File: src/hdl/hcbd_pkg.sv
// ============================================================================
// hcbd_pkg
// Shared types, character codes and helpers of the chunked body decoder.
// ============================================================================
package hcbd_pkg;

    // Width of the chunk size counter.
    localparam int unsigned SIZE_BITS = 32;

    localparam logic [7:0] CH_CR    = 8'h0D;
    localparam logic [7:0] CH_LF    = 8'h0A;
    localparam logic [7:0] CH_SPACE = 8'h20;
    localparam logic [7:0] CH_TAB   = 8'h09;
    localparam logic [7:0] CH_SEMI  = 8'h3B;
    localparam logic [7:0] CH_COLON = 8'h3A;

    typedef enum logic [2:0] {
        PH_SIZE  = 3'd0,
        PH_DATA  = 3'd1,
        PH_DCR   = 3'd2,
        PH_DLF   = 3'd3,
        PH_TRAIL = 3'd4
    } t_phase;

    typedef enum logic [2:0] {
        ST_RUN      = 3'd0,
        ST_DONE     = 3'd1,
        ST_BADSIZE  = 3'd2,
        ST_BADTERM  = 3'd3,
        ST_BADTRAIL = 3'd4
    } t_status;

    typedef struct packed {
        logic digit_seen;
        logic space_after_digits;
        logic in_extension;
        logic line_bad;
        logic cr_pending;
        logic line_nonempty;
        logic colon_seen;
    } t_line_flags;

    typedef struct packed {
        logic [SIZE_BITS-1:0] bytes_left;
        t_line_flags          flags;
    } t_line_state;

    // One result request as it leaves the decoder.
    typedef struct packed {
        logic [7:0] body_byte;
        logic       body_valid;
        t_status    status;
    } t_result;

    // Returns {valid, value} of an ASCII hex digit.
    function automatic logic [4:0] hex_decode(input logic [7:0] c);
        logic [4:0] r;
        r = 5'b0_0000;
        if (c >= 8'h30 && c <= 8'h39) begin
            r = {1'b1, 4'(c - 8'h30)};
        end else if (c >= 8'h61 && c <= 8'h66) begin
            r = {1'b1, 4'(c - 8'h57)};
        end else if (c >= 8'h41 && c <= 8'h46) begin
            r = {1'b1, 4'(c - 8'h37)};
        end
        return r;
    endfunction

endpackage

File: src/hdl/hcbd_core.sv
// ============================================================================
// hcbd_core
// Decoder state and the per-byte update; one byte is processed per fire.
// ============================================================================
module hcbd_core (
    input  logic             i_clk,
    input  logic             i_rst_n,
    input  logic             i_fire,
    input  logic [7:0]       i_byte,
    output hcbd_pkg::t_result o_result
);

    hcbd_pkg::t_phase      r_phase,  n_phase;
    hcbd_pkg::t_status     r_status, n_status;
    hcbd_pkg::t_line_state r_line,   n_line;

    // Apply one ordinary line character to the line state.
    function automatic hcbd_pkg::t_line_state line_char(
        input hcbd_pkg::t_phase      ph,
        input hcbd_pkg::t_line_state s,
        input logic [7:0]            c
    );
        hcbd_pkg::t_line_state r;
        logic [4:0]            hv;
        r  = s;
        hv = hcbd_pkg::hex_decode(c);
        if (ph == hcbd_pkg::PH_SIZE) begin
            if (!s.flags.in_extension) begin
                if (c == hcbd_pkg::CH_SEMI) begin
                    r.flags.in_extension = 1'b1;
                end else if (c == hcbd_pkg::CH_SPACE || c == hcbd_pkg::CH_TAB) begin
                    if (s.flags.digit_seen) begin
                        r.flags.space_after_digits = 1'b1;
                    end
                end else if (!hv[4] || s.flags.space_after_digits) begin
                    r.flags.line_bad = 1'b1;
                end else begin
                    r.flags.digit_seen = 1'b1;
                    if (s.bytes_left[hcbd_pkg::SIZE_BITS-1 -: 4] != 4'h0) begin
                        r.flags.line_bad = 1'b1;
                    end else begin
                        r.bytes_left = {s.bytes_left[hcbd_pkg::SIZE_BITS-5:0], hv[3:0]};
                    end
                end
            end
        end else begin
            r.flags.line_nonempty = 1'b1;
            if (c == hcbd_pkg::CH_COLON) begin
                r.flags.colon_seen = 1'b1;
            end
        end
        return r;
    endfunction

    // Next state.
    always_comb begin
        hcbd_pkg::t_line_state ls;
        logic                  eol;
        n_phase  = r_phase;
        n_status = r_status;
        n_line   = r_line;
        ls       = r_line;
        eol      = 1'b0;
        if (r_status == hcbd_pkg::ST_RUN) begin
            unique case (r_phase)
                hcbd_pkg::PH_SIZE, hcbd_pkg::PH_TRAIL: begin
                    if (ls.flags.cr_pending) begin
                        ls.flags.cr_pending = 1'b0;
                        if (i_byte == hcbd_pkg::CH_LF) begin
                            eol = 1'b1;
                        end else begin
                            ls = line_char(r_phase, ls, hcbd_pkg::CH_CR);
                        end
                    end
                    if (eol) begin
                        if (r_phase == hcbd_pkg::PH_SIZE) begin
                            if (!r_line.flags.digit_seen || r_line.flags.line_bad) begin
                                n_status = hcbd_pkg::ST_BADSIZE;
                            end else if (r_line.bytes_left == '0) begin
                                n_phase = hcbd_pkg::PH_TRAIL;
                            end else begin
                                n_phase = hcbd_pkg::PH_DATA;
                            end
                        end else begin
                            if (!r_line.flags.line_nonempty) begin
                                n_status = hcbd_pkg::ST_DONE;
                            end else if (!r_line.flags.colon_seen) begin
                                n_status = hcbd_pkg::ST_BADTRAIL;
                            end
                        end
                        n_line.flags = '0;
                    end else begin
                        if (i_byte == hcbd_pkg::CH_CR) begin
                            ls.flags.cr_pending = 1'b1;
                        end else begin
                            ls = line_char(r_phase, ls, i_byte);
                        end
                        n_line = ls;
                    end
                end
                hcbd_pkg::PH_DATA: begin
                    n_line.bytes_left = r_line.bytes_left
                                      - {{(hcbd_pkg::SIZE_BITS-1){1'b0}}, 1'b1};
                    if (n_line.bytes_left == '0) begin
                        n_phase = hcbd_pkg::PH_DCR;
                    end
                end
                hcbd_pkg::PH_DCR: begin
                    if (i_byte == hcbd_pkg::CH_CR) begin
                        n_phase = hcbd_pkg::PH_DLF;
                    end else begin
                        n_status = hcbd_pkg::ST_BADTERM;
                    end
                end
                hcbd_pkg::PH_DLF: begin
                    if (i_byte == hcbd_pkg::CH_LF) begin
                        n_phase = hcbd_pkg::PH_SIZE;
                        n_line  = '0;
                    end else begin
                        n_status = hcbd_pkg::ST_BADTERM;
                    end
                end
                default: begin
                    n_phase = hcbd_pkg::PH_SIZE;
                end
            endcase
        end
    end

    // Outputs: pass payload bytes, report status after this byte.
    always_comb begin
        o_result.body_byte  = 8'h00;
        o_result.body_valid = 1'b0;
        o_result.status     = n_status;
        if (r_status == hcbd_pkg::ST_RUN && r_phase == hcbd_pkg::PH_DATA) begin
            o_result.body_byte  = i_byte;
            o_result.body_valid = 1'b1;
        end
    end

    always_ff @(posedge i_clk) begin
        if (!i_rst_n) begin
            r_phase  <= hcbd_pkg::PH_SIZE;
            r_status <= hcbd_pkg::ST_RUN;
            r_line   <= '0;
        end else if (i_fire) begin
            r_phase  <= n_phase;
            r_status <= n_status;
            r_line   <= n_line;
        end
    end

    // Status never changes once a final code is reached.
    a_status_sticky : assert property (@(posedge i_clk) disable iff (!i_rst_n)
        r_status != hcbd_pkg::ST_RUN |=> r_status == $past(r_status))
        else $error("status changed after finish");

    // Waiting for the chunk terminator implies the chunk was fully counted.
    a_term_count : assert property (@(posedge i_clk) disable iff (!i_rst_n)
        (r_phase == hcbd_pkg::PH_DCR || r_phase == hcbd_pkg::PH_DLF)
            |-> r_line.bytes_left == '0)
        else $error("terminator phase with bytes left");

    // A data phase always has bytes to pass.
    a_data_count : assert property (@(posedge i_clk) disable iff (!i_rst_n)
        r_phase == hcbd_pkg::PH_DATA |-> r_line.bytes_left != '0)
        else $error("data phase with empty count");

endmodule

File: src/hdl/hcbd_out_skid.sv
// ============================================================================
// hcbd_out_skid
// Two-entry result buffer: a main output register plus a skid register.
// ============================================================================
module hcbd_out_skid (
    input  logic              i_clk,
    input  logic              i_rst_n,
    input  logic              i_push,
    input  hcbd_pkg::t_result i_data,
    output logic              o_ready,
    output logic              o_valid,
    input  logic              i_ready,
    output hcbd_pkg::t_result o_data
);

    logic              r_main_valid, n_main_valid;
    logic              r_skid_valid, n_skid_valid;
    hcbd_pkg::t_result r_main, n_main;
    hcbd_pkg::t_result r_skid, n_skid;
    logic              pop;

    assign pop     = r_main_valid && i_ready;
    assign o_ready = !r_skid_valid;
    assign o_valid = r_main_valid;
    assign o_data  = r_main;

    always_comb begin
        n_main       = r_main;
        n_skid       = r_skid;
        n_main_valid = r_main_valid && !pop;
        n_skid_valid = r_skid_valid;
        if (r_skid_valid) begin
            if (pop) begin
                n_main       = r_skid;
                n_main_valid = 1'b1;
                n_skid_valid = 1'b0;
            end
        end else if (i_push) begin
            if (!r_main_valid || pop) begin
                n_main       = i_data;
                n_main_valid = 1'b1;
            end else begin
                n_skid       = i_data;
                n_skid_valid = 1'b1;
            end
        end
    end

    always_ff @(posedge i_clk) begin
        if (!i_rst_n) begin
            r_main_valid <= 1'b0;
            r_skid_valid <= 1'b0;
        end else begin
            r_main_valid <= n_main_valid;
            r_skid_valid <= n_skid_valid;
        end
        r_main <= n_main;
        r_skid <= n_skid;
    end

    // The skid entry only fills behind a held main entry.
    a_skid_behind_main : assert property (@(posedge i_clk) disable iff (!i_rst_n)
        r_skid_valid |-> r_main_valid)
        else $error("skid entry without main entry");

    // A push into a full buffer would drop a result.
    a_no_overflow : assert property (@(posedge i_clk) disable iff (!i_rst_n)
        r_skid_valid |-> !i_push)
        else $error("push into full buffer");

endmodule

File: src/hdl/http_chunked_body_decoder_top.sv
// ============================================================================
// http_chunked_body_decoder_top
// Streaming HTTP/1.1 chunked transfer body decoder, one byte per request.
// ============================================================================
// Usage:
//   s_axis carries the raw chunked body, one byte per request in tdata[7:0].
//   m_axis returns exactly one result request per input byte, in order:
//     tdata[7:0]  decoded body byte (zero when it is not payload)
//     tdata[10:8] status after this byte: 0 running, 1 complete,
//                 2 bad chunk size, 3 bad chunk terminator, 4 bad trailer
//     tuser       1 when this byte was chunk payload data
//   Status is sticky: after a final code every later byte is still answered,
//   with tuser 0 and the held status.
// Timing:
//   An accepted byte lands in an input register; when the result buffer has room
//   the decoder updates its state and writes the result into the output buffer,
//   which shows it on m_axis. One byte per cycle is sustained while m_axis takes
//   results; the decoder's state update on each fire sets that rate.
// Reset and stall:
//   Synchronous active-low reset returns to the first chunk size line with
//   status running and empties both registers. On an m_axis stall the skid
//   and input registers fill, then s_axis_tready drops until space.
// ============================================================================
module http_chunked_body_decoder_top (
    input  logic        i_clk,
    input  logic        i_rst_n,
    input  logic        s_axis_tvalid,
    output logic        s_axis_tready,
    input  logic [7:0]  s_axis_tdata,   // [7:0] in_byte
    output logic        m_axis_tvalid,
    input  logic        m_axis_tready,
    output logic [15:0] m_axis_tdata,   // [7:0] body_byte, [10:8] status, rest zero
    output logic        m_axis_tuser    // [0] body_valid
);

    // Input register stage.
    logic       r_in_valid;
    logic [7:0] r_in_byte;

    logic              buf_ready;
    logic              fire;
    hcbd_pkg::t_result result;
    hcbd_pkg::t_result out_data;

    // Process the held byte when the result buffer has room.
    assign fire          = r_in_valid && buf_ready;
    // Take a new byte whenever the input register is empty or drains now.
    assign s_axis_tready = !r_in_valid || fire;

    always_ff @(posedge i_clk) begin
        if (!i_rst_n) begin
            r_in_valid <= 1'b0;
        end else if (s_axis_tready) begin
            r_in_valid <= s_axis_tvalid;
        end
        if (s_axis_tready && s_axis_tvalid) begin
            r_in_byte <= s_axis_tdata;
        end
    end

    hcbd_core u_core (
        .i_clk    (i_clk),
        .i_rst_n  (i_rst_n),
        .i_fire   (fire),
        .i_byte   (r_in_byte),
        .o_result (result)
    );

    hcbd_out_skid u_out (
        .i_clk   (i_clk),
        .i_rst_n (i_rst_n),
        .i_push  (fire),
        .i_data  (result),
        .o_ready (buf_ready),
        .o_valid (m_axis_tvalid),
        .i_ready (m_axis_tready),
        .o_data  (out_data)
    );

    assign m_axis_tdata = {5'b0_0000, out_data.status, out_data.body_byte};
    assign m_axis_tuser = out_data.body_valid;

    // Payload is only ever reported while the decoder is still running.
    a_payload_running : assert property (@(posedge i_clk) disable iff (!i_rst_n)
        (m_axis_tvalid && m_axis_tuser) |-> m_axis_tdata[10:8] == hcbd_pkg::ST_RUN)
        else $error("payload byte with final status");

    // A non-payload result carries a zero data byte.
    a_zero_filler : assert property (@(posedge i_clk) disable iff (!i_rst_n)
        (m_axis_tvalid && !m_axis_tuser) |-> m_axis_tdata[7:0] == 8'h00)
        else $error("non-payload result with data");

endmodule

File: config.mk
export PLATFORM = sky130hd
export DESIGN_NAME = http_chunked_body_decoder_top
export DESIGN_NICKNAME = d
export VERILOG_FILES = /design/src/hdl/hcbd_pkg.sv /design/src/hdl/hcbd_core.sv /design/src/hdl/hcbd_out_skid.sv /design/src/hdl/http_chunked_body_decoder_top.sv
export SDC_FILE = /design/constraint.sdc
export NUM_CORES = 1
export LEC_CHECK = 0
export BUFFER_PORTS_ARGS = -buffer_cell sky130_fd_sc_hd__buf_2
export CAP_MARGIN = 10
export CORE_ASPECT_RATIO = 1.4
export CORE_UTILIZATION = 55
export DETAILED_ROUTE_END_ITERATION = 7
export PLACE_DENSITY_LB_ADDON = 0.08
export SLEW_MARGIN = 20
export SYNTH_ARGS = -nofsm -noshare
export SYNTH_HDL_FRONTEND = slang
export SYNTH_SLANG_ARGS = --single-unit
File: constraint.sdc
create_clock -name i_clk -period 3.9 [get_ports i_clk]
set_clock_uncertainty 0.1 [all_clocks]
set_input_delay 0.39 -clock i_clk [delete_from_list [all_inputs] [get_ports i_clk]]
set_output_delay 0.39 -clock i_clk [all_outputs]
set_load 0.01 [all_outputs]
==> flow_metrics.py, run 1 <==
metrics = {
    "power_and_ir_drop": {
        "p_sw_uw": 484,
        "irDropWorstVdd_mv": 0.305,
        "total_power_mw": 1.93,
        "sequentialPowerShare_pct": 46.7,
        "p_leak_nw": 2.16,
        "switching_share_pct": 25.1,
        "p_clk_share_pct": 44.4,
        "powerDensity_nw_per_um2": 353,
        "p_comb_share_pct": 8.9,
        "p_int_mw": 1.44,
    },
    "clock_network": {
        "clockRootBuffer": "clkbuf_16",
        "cts_tree": "built",
        "cts.clk_slew.worst_paths_ns": 0.06,
        "cts_resized": 0,
        "hold_buffers": 0,
        "cts_buffer_depth": 2,
        "post_cts_buffers": 0,
        "cts_made_buffers": 9,
        "htreeDepth": 3,
        "insertion_delay_ns": 0.34,
        "cts.sinks": 80,
    },
    "synth": {
        "ys.flop_type": "dfxtp_1",
        "syn_inst": 592,
        "synth_cell_type_count": 69,
        "async_flop_share_pct": 0,
        "synth_seq_cells": 80,
        "avgSynthCellArea_um2": 8.52,
        "synthesis.area_um2": 5040,
        "seq_area_frac_synth_pct": 38.1,
        "yosysWarningCount": 0,
        "synth_edf_count": 32,
    },
    "critical_path": {
        "worstPathRequired_ns": 3.97,
        "path_max_fanout": 20,
        "setup.worst_path.start_class": "flip-flop",
        "reg2reg_slack_ns": 0.50,
        "crit_type": "reg2reg",
        "r2r-start": "r_in_byte[0]",
        "cp-end-kind": "flip-flop",
        "crit_arrival_ns": 3.47,
        "startpoint": "r_in_byte[0]",
    },
    "sta": {
        "max_freq_mhz": 294,
        "period_minus_slack_ns": 3.40,
        "tns_ns": 0,
        "setup-violations-final": 0,
        "slew_headroom_pct": 27.9,
        "rsz0062_at_grt": "false",
        "hold_viol_final": 0,
        "worst_pin_slew_ns": 1.08,
        "drv_slew": 0,
        "fin_crit_sh_pct": 87.1,
        "setup_ws_ns": 0.504,
    },
    "placed_design": {
        "port_buffers": 25,
        "placed_area_um2": 5160,
        "dp_slack_ns": 0.587,
        "gp_congestion": 0.884,
        "hpwl_mm": 9.26,
    },
    "layout": {
        "utilization_pct": 60.8,
        "diodes": 0,
        "syn2layout_area_growth_pct": 8.21,
        "fin_nets": 605,
        "final_area_um2": 5460,
        "fillers": 777,
        "layout_commonest_cell": "nand2_1",
        "final_cell_mix": "nand2_1, dfxtp_1, nor2_1, o21ai_0, edfxtp_1",
        "drive_above_1_share_pct": 13.4,
    },
    "floorplanning": {
        "io_pins": 31,
        "die_x_um": 82.9,
        "coreArea_um2": 8980,
        "die_h_um": 115,
        "num_rows": 41,
        "die-area_um2": 9560,
        "start_util_pct": 56.2,
    },
    "job": {
        "maxCapViolCount": 0,
    },
    "route": {
        "via_count": 4657,
        "drt_iter0_markers": 336,
        "route.detailed.drc": 0,
        "wl_mm": 13.4,
        "vias_per_cell": 6.67,
        "antenna_left": 0,
        "first_pass_iters": 5,
        "detail_route.wl_per_cell_um": 19.2,
    },
    "worst_hold_path": {
        "holdCritStartpoint": "s_axis_tdata[5]",
        "hp-class": "in2reg",
    },
    "global_routing": {
        "grt_overflow": 0,
        "antenna_found_initial": 0,
        "grt_pass1_vias": 4375,
        "track_usage_pct": 28.5,
        "grt_pass1_wl_mm": 21.5,
        "grt_max_degree": 34,
    },
    "status": {
        "status": "completed",
    },
}
[metal layers]
metal	vias up	track usage, %	routed length [µm]
met4	0	17.2	525
met1	2211	30.4	5080
met3	37	4.59	832
met5	-	0	0
li1	2207	-	-
met2	202	52.8	6960
[critical path, cell delays in order, from the launching register on]
cell and delay [ns]:
edfxtp_1 0.48, inv_1 0.15, ha_1 0.17, nor2b_1 0.30, nand3_1 0.20, a211o_1 0.62, nor2_1 0.94, o21ai_0 0.26
[kinds of logic (layout without fill, tap and decap cells)]
kind of cell | Yosys count | in the layout | share of synthesized area (%)
buffers and inverters | 70 | 65 | 6.05
adder cells (fa/ha/maj) | 7 | 7 | 1.74
AO/OA/AOI/OAI | 159 | 159 | 21.3
flip-flops | 80 | 80 | 38.1
AND/OR/NAND/NOR | 248 | 248 | 27.4
multiplexers | 15 | 15 | 3.25
XOR/XNOR | 12 | 12 | 2.08
other | 1 | 5 | 0.0744
[synth_stat cells (4+ instances only)]
library cell  count  area (µm²)
a21o_1            4        30.0
clkbuf_1         39         146
buf_4             5        37.5
nand2_1          54         203
a211oi_1         11        82.6
o31ai_1           6        45.0
edfxtp_1         32         961
or4_1             8        60.1
o311ai_0          8        70.1
a31oi_1           4        25.0
a21boi_0          4        30.0
nor2b_1           8        50.1
nor4_1           14        87.6
o211a_1          11         110
o22ai_1          12        75.1
xor2_1            8        70.1
a21oi_1          27         135
mux2_2           11         124
xnor2_1           4        35.0
or3_1             8        50.1
a22oi_1           9        67.6
ha_1              7        87.6
o21ai_0          39         195
nand4_1          11        68.8
nor3_1           27         135
nand4b_1          6        52.6
inv_1            10        37.5
dfxtp_1          48         961
nand3_1          23         115
buf_2            13        65.1
nor2_1           43         161
and2_1           12        75.1
mux2i_1           4        40.0
nand3b_1          6        45.0
[through the flow]
stage,hold WS [ns],instances
after floorplan,0.328,596
after global placement,0.369,682
after detailed placement,0.373,682
after CTS,0.114,698
after global routing,0.113,698
final,0.116,698
[power groups by stage]
stage	clock (mW)	combinational (mW)	sequential, mW
6_report	0.856	0.172	0.901
5_1_grt	0.906	0.188	0.903
4_1_cts	0.866	0.170	0.901
3_5_place_dp	0	0.169	0.919
3_3_place_gp	0	0.169	0.919
2_1_floorplan	0	0.130	0.913
[final cells by class]
cell class	count	area (µm²)	area share [%]
clock buffers	9	225	4.13
clock inverters	7	70.1	1.28
inverters	10	37.5	0.688
multi-input cells	446	2840	52.0
flip-flops and latches	80	1920	35.2
well taps	107	134	2.45
repair buffers	39	230	4.22
[final timing paths]
kind / endpoint / cells past startpoint
setup / recovery: u_core.r_line[7] / 7
hold / removal: r_in_byte[5] / 1
setup reg to reg: u_core.r_line[7] / 7
hold reg to reg: u_core.r_line[0] / 2
[flip-flops by register name, summed over array words and instances, names as in the netlist]
signal / count
r_in_byte: 8
r_in_valid: 1
u_core.r_line: 39
u_core.r_phase: 3
u_core.r_status: 3
u_out.o_data: 12
u_out.o_valid: 1
u_out.r_skid: 12
u_out.r_skid_valid: 1
No activity file was read; power rests on OpenSTA's default activity.
==> run 2: changes to the inputs <==
--- a/config.mk
+++ b/config.mk
@@ -8,10 +8,11 @@
 export BUFFER_PORTS_ARGS = -buffer_cell sky130_fd_sc_hd__buf_2
 export CAP_MARGIN = 10
 export CORE_ASPECT_RATIO = 1.4
-export CORE_UTILIZATION = 55
+export CORE_UTILIZATION = 35
 export DETAILED_ROUTE_END_ITERATION = 7
 export PLACE_DENSITY_LB_ADDON = 0.08
 export SLEW_MARGIN = 20
 export SYNTH_ARGS = -nofsm -noshare
 export SYNTH_HDL_FRONTEND = slang
+export SYNTH_HIERARCHICAL = 1
 export SYNTH_SLANG_ARGS = --single-unit
==> flow_metrics.py, run 2 <==
metrics = {
    "status": {
        "status": "completed",
    },
    "synth": {
        "synth.top_cells.by_area": "dfxtp_1, edfxtp_1, nor2_1",
        "synth_edf_count": 32,
        "yosysWarningCount": 6,
        "avgSynthCellArea_um2": 9.12,
        "ys_top_cells_by_count": "nor2_1, dfxtp_1, edfxtp_1",
        "synthesis.area_um2": 4960,
        "synth_seq_cells": 80,
        "async_flop_share_pct": 0,
        "ys.flop_type": "dfxtp_1",
        "syn_inst": 544,
        "synth_top_area_share_pct": 19.4,
        "synth.most_common_cell": "nor2_1",
        "seq_area_frac_synth_pct": 38.7,
        "synth_cell_type_count": 84,
        "synth_top_area_cell": "dfxtp_1",
    },
    "power_and_ir_drop": {
        "sequentialPowerShare_pct": 46.3,
        "p_int_mw": 1.46,
        "irDropWorstVdd_mv": 0.236,
        "powerDensity_nw_per_um2": 359,
        "p_clk_share_pct": 44.8,
        "p_comb_share_pct": 8.9,
        "switching_share_pct": 25.3,
        "p_leak_nw": 2.13,
        "p_sw_uw": 494,
    },
    "worst_hold_path": {
        "hold_depth": 1,
        "hp-class": "in2reg",
        "holdCritStartpoint": "s_axis_tdata[6]",
    },
    "route": {
        "first_pass_iters": 4,
        "wl_mm": 13.0,
        "vias_per_cell": 5.56,
        "drt_iter0_markers": 170,
        "detail_route.wl_per_cell_um": 17.6,
        "antenna_left": 0,
        "via_count": 4100,
        "route.detailed.drc": 0,
    },
    "layout": {
        "syn2layout_area_growth_pct": 9.64,
        "largest_register": "u_core/r_line",
        "fillers": 1428,
        "layout_commonest_cell": "nor2_1",
        "largest_register_ffs": 39,
        "final_cell_mix": "nor2_1, dfxtp_1, edfxtp_1, nand2_1, a21oi_1",
        "drive_above_1_share_pct": 17.2,
        "diodes": 0,
        "fin_nets": 566,
    },
    "floorplanning": {
        "start_util_pct": 35.8,
        "io_pins": 31,
        "die_h_um": 143,
        "die_x_um": 103,
        "num_rows": 51,
        "coreArea_um2": 13800,
        "die-area_um2": 14700,
    },
    "sta": {
        "drv_slew": 0,
        "setup_ws_ns": 0.492,
        "max_freq_mhz": 293,
        "slew_headroom_pct": 41.4,
        "setup-violations-final": 0,
        "tns_ns": 0,
        "worst_pin_slew_ns": 0.876,
        "hold_viol_final": 0,
        "fin_crit_sh_pct": 87.4,
        "rsz0062_at_grt": "false",
        "period_minus_slack_ns": 3.41,
    },
    "placed_design": {
        "port_buffers": 25,
        "hpwl_mm": 8.98,
        "dp_slack_ns": 0.499,
        "gp_congestion": 0.831,
    },
    "job": {
        "maxCapViolCount": 0,
    },
    "clock_network": {
        "post_cts_buffers": 0,
        "htreeDepth": 3,
        "cts_tree": "built",
        "cts.clk_slew.worst_paths_ns": 0.07,
        "clockRootBuffer": "clkbuf_16",
        "cts_resized": 0,
        "cts.sinks": 80,
        "insertion_delay_ns": 0.34,
        "hold_buffers": 0,
        "cts_made_buffers": 9,
        "cts_buffer_depth": 2,
    },
    "critical_path": {
        "path_cells": "or4bb_1 > a21oi_1 > o21bai_1 > o41ai_2 > nand2_2 > o21ai_1 > o21ai_0 > and2_1",
        "r2r-start": "r_in_byte[7]",
        "slowest_stage": "or4bb_1",
        "path_max_fanout": 40,
        "setup.worst_path.start_class": "flip-flop",
        "crit_arrival_ns": 3.54,
        "startpoint": "r_in_byte[7]",
        "reg2reg_depth": 8,
        "crit_type": "reg2reg",
        "cp-end-kind": "flip-flop",
        "critPathMaxStageDelay_ns": 0.60,
        "worstPathRequired_ns": 4.03,
    },
    "global_routing": {
        "grt_pass1_vias": 4138,
        "track_usage_pct": 19.3,
        "grt_pass1_wl_mm": 21.7,
        "antenna_found_initial": 0,
        "grt_overflow": 0,
        "grt_max_degree": 49,
    },
}
run 2: area by class of cell:
type / instances / area [µm²] / share of cell area (%)
timing repair buffer: 33 / 185 / 3.41
tap: 185 / 231 / 4.26
inverter: 14 / 52.6 / 0.966
clock inverter: 7 / 77.6 / 1.43
multi-input combinational: 410 / 2740 / 50.5
sequential: 80 / 1920 / 35.3
clock buffer: 9 / 225 / 4.14
run 2: worst paths after layout:
kind | to | slack (ns)
worst max register to register | u_core/r_line[35] | 0.49
worst min-delay path | r_in_byte[6] | 0.12
worst min register to register | u_core/r_line[3] | 0.36
worst max-delay path | u_core/r_line[35] | 0.49
run 2: critical path, delay by kind of cell, from the launching register on:
family          cells  cell delay (ns)
compound gates      5             1.41
flops               1             0.46
simple gates        3             1.30
run 2: routing by layer:
metal  vias to the layer above  track usage (%)  wire length, µm  part of all wire, %
met5                         -                0                0                    0
met4                         0             9.62              382                  2.9
met3                        23             3.28              350                  2.7
met2                        85             34.1             6900                   53
met1                      1991             21.9             5330                   41
li1                       2001                -                -                    -
run 2: logic make-up after synthesis:
group | synth area share (%)
AND/OR/NAND/NOR | 26.8
multiplexers | 3.43
other | 0.0756
AO/OA/AOI/OAI | 20.1
buffers and inverters | 6.38
XOR/XNOR | 3.00
flip-flops | 38.7
adder cells (fa/ha/maj) | 1.51
run 2: power groups by stage:
| stage | combinational (mW) | sequential [mW] | clock, mW |
|---|---|---|---|
| 2_1_floorplan | 0.134 | 0.918 | 0 |
| 3_3_place_gp | 0.174 | 0.922 | 0 |
| 3_5_place_dp | 0.174 | 0.921 | 0 |
| 4_1_cts | 0.175 | 0.903 | 0.899 |
| 5_1_grt | 0.195 | 0.906 | 0.939 |
| 6_report | 0.174 | 0.903 | 0.873 |
run 2: per-stage QoR:
| step | instances | cell area, µm² | util [%] | hold slack (ns) | power [mW] |
|---|---|---|---|---|---|
| after floorplan | 548 | 4970 | - | 0.328 | 1.05 |
| after global placement | 722 | 5130 | 37.1 | 0.349 | 1.10 |
| after detailed placement | 722 | 5130 | 37.1 | 0.354 | 1.10 |
| after CTS | 738 | 5440 | 39.3 | 0.110 | 1.98 |
| after global routing | 738 | 5440 | 39.3 | 0.113 | 2.04 |
| final | 738 | 5440 | 39.3 | 0.119 | 1.95 |
==> run 3: changes to the inputs <==
--- a/config.mk
+++ b/config.mk
@@ -7,7 +7,6 @@
 export LEC_CHECK = 0
 export BUFFER_PORTS_ARGS = -buffer_cell sky130_fd_sc_hd__buf_2
 export CAP_MARGIN = 10
-export CORE_ASPECT_RATIO = 1.4
 export CORE_UTILIZATION = 35
 export DETAILED_ROUTE_END_ITERATION = 7
 export PLACE_DENSITY_LB_ADDON = 0.08
==> flow_metrics.py, run 3 (synthesized netlist as in run 2, its figures left out) <==
metrics = {
    "clock_network": {
        "cts.sinks": 80,
        "cts_buffer_depth": 2,
        "post_cts_buffers": 0,
        "htreeDepth": 3,
        "cts.clk_slew.worst_paths_ns": 0.06,
        "insertion_delay_ns": 0.35,
        "cts_resized": 0,
        "cts_made_buffers": 9,
        "hold_buffers": 0,
        "cts_tree": "built",
        "clockRootBuffer": "clkbuf_16",
    },
    "layout": {
        "diodes": 0,
        "fin_nets": 568,
        "layout_commonest_cell": "nor2_1",
        "drive_above_1_share_pct": 17.5,
        "largest_register": "u_core/r_line",
        "final_cell_mix": "nor2_1, dfxtp_1, edfxtp_1, nand2_1, a21oi_1",
        "syn2layout_area_growth_pct": 9.84,
        "largest_register_ffs": 39,
    },
    "route": {
        "vias_per_cell": 5.60,
        "detail_route.wl_per_cell_um": 16.9,
        "via_count": 4118,
        "route.detailed.drc": 0,
        "antenna_left": 0,
        "drt_iter0_markers": 228,
        "first_pass_iters": 5,
        "wl_mm": 12.4,
    },
    "critical_path": {
        "r2r-start": "r_in_byte[7]",
        "worstPathRequired_ns": 4.02,
        "cp-end-kind": "flip-flop",
        "reg2reg_slack_ns": 0.57,
        "setup.worst_path.start_class": "flip-flop",
        "r2r-end": "u_core/r_line[33]",
        "crit_type": "reg2reg",
        "crit_arrival_ns": 3.45,
        "path_max_fanout": 41,
        "reg2reg_depth": 7,
    },
    "floorplanning": {
        "start_util_pct": 35.9,
        "io_pins": 31,
        "die-area_um2": 14700,
        "coreArea_um2": 13800,
        "num_rows": 43,
        "die_x_um": 121,
        "die_h_um": 121,
    },
    "global_routing": {
        "grt_overflow": 0,
        "grt_pass1_vias": 3972,
        "antenna_found_initial": 0,
        "track_usage_pct": 18.2,
        "grt_max_degree": 49,
        "grt_pass1_wl_mm": 20.8,
    },
    "power_and_ir_drop": {
        "irDropWorstVdd_mv": 0.205,
        "p_leak_nw": 2.14,
        "powerDensity_nw_per_um2": 360,
    },
    "sta": {
        "worst_pin_slew_ns": 0.795,
        "period_minus_slack_ns": 3.33,
        "rsz0062_at_grt": "false",
        "hold_viol_final": 0,
        "fin_crit_sh_pct": 85.3,
        "tns_ns": 0,
        "drv_slew": 0,
        "fin_hold_ws_ns": 0.115,
        "max_freq_mhz": 301,
        "setup-violations-final": 0,
        "slew_headroom_pct": 47.0,
    },
    "worst_hold_path": {
        "hold_depth": 1,
        "holdCritStartpoint": "s_axis_tdata[3]",
        "min_to": "r_in_byte[3]",
        "hp-class": "in2reg",
    },
    "placed_design": {
        "gp_congestion": 0.824,
        "hpwl_mm": 8.79,
        "port_buffers": 25,
    },
    "job": {
        "maxCapViolCount": 0,
    },
    "status": {
        "status": "completed",
    },
}
[run 3: worst max-delay path: stages, from the launching register on]
cell and delay [ns]:
edfxtp_1 0.43, or4bb_1 0.58, a21oi_1 0.34, o21bai_1 0.19, o41ai_2 0.44, nand2_2 0.53
a221oi_1 0.49, nor3b_2 0.08
[run 3: power by group]
group / total (mW) / switching [mW] / internal, mW
Sequential: 0.903 / 0.0174 / 0.886
Combinational: 0.173 / 0.105 / 0.0673
Clock: 0.884 / 0.376 / 0.508
[run 3: layer usage]
layer / up-vias / track usage, % / routed length, µm
met4: 0 / 8.26 / 254
met2: 78 / 27.0 / 5450
met3: 20 / 2.44 / 401
met1: 2004 / 26.1 / 6310
met5: - / 0 / 0
li1: 2016 / - / -
[run 3: worst max path at each step]
stage,startpoint,to
detailed placement,r_in_byte[7],u_core/r_line[33]
finish,r_in_byte[7],u_core/r_line[33]
CTS,r_in_byte[7],u_core/r_line[33]
global placement,r_in_byte[3],u_core/r_line[37]
floorplan,u_core/r_line[9],u_core/r_phase[0]
global route,r_in_byte[0],u_core/r_line[36]
[run 3: through the flow]
stage | instances | setup WS, ns | utilization, % | cell area, µm² | total power, mW
floorplan | 548 | 1.28 | - | 4970 | 1.05
global placement | 719 | 0.672 | 37.2 | 5140 | 1.09
detailed placement | 719 | 0.567 | 37.2 | 5140 | 1.10
CTS | 735 | 0.578 | 39.4 | 5450 | 1.99
global route | 735 | 0.353 | 39.4 | 5450 | 2.05
finish | 735 | 0.574 | 39.4 | 5450 | 1.96
[run 3: layout make-up]
cell class | instances | area (µm²)
Clock buffer | 9 | 225
Tap cell | 180 | 225
Sequential cell | 80 | 1920
Clock inverter | 7 | 83.8
Inverter | 14 | 52.6
Timing Repair Buffer | 35 | 200
Multi-Input combinational cell | 410 | 2740
Fill cell | 1397 | 8380
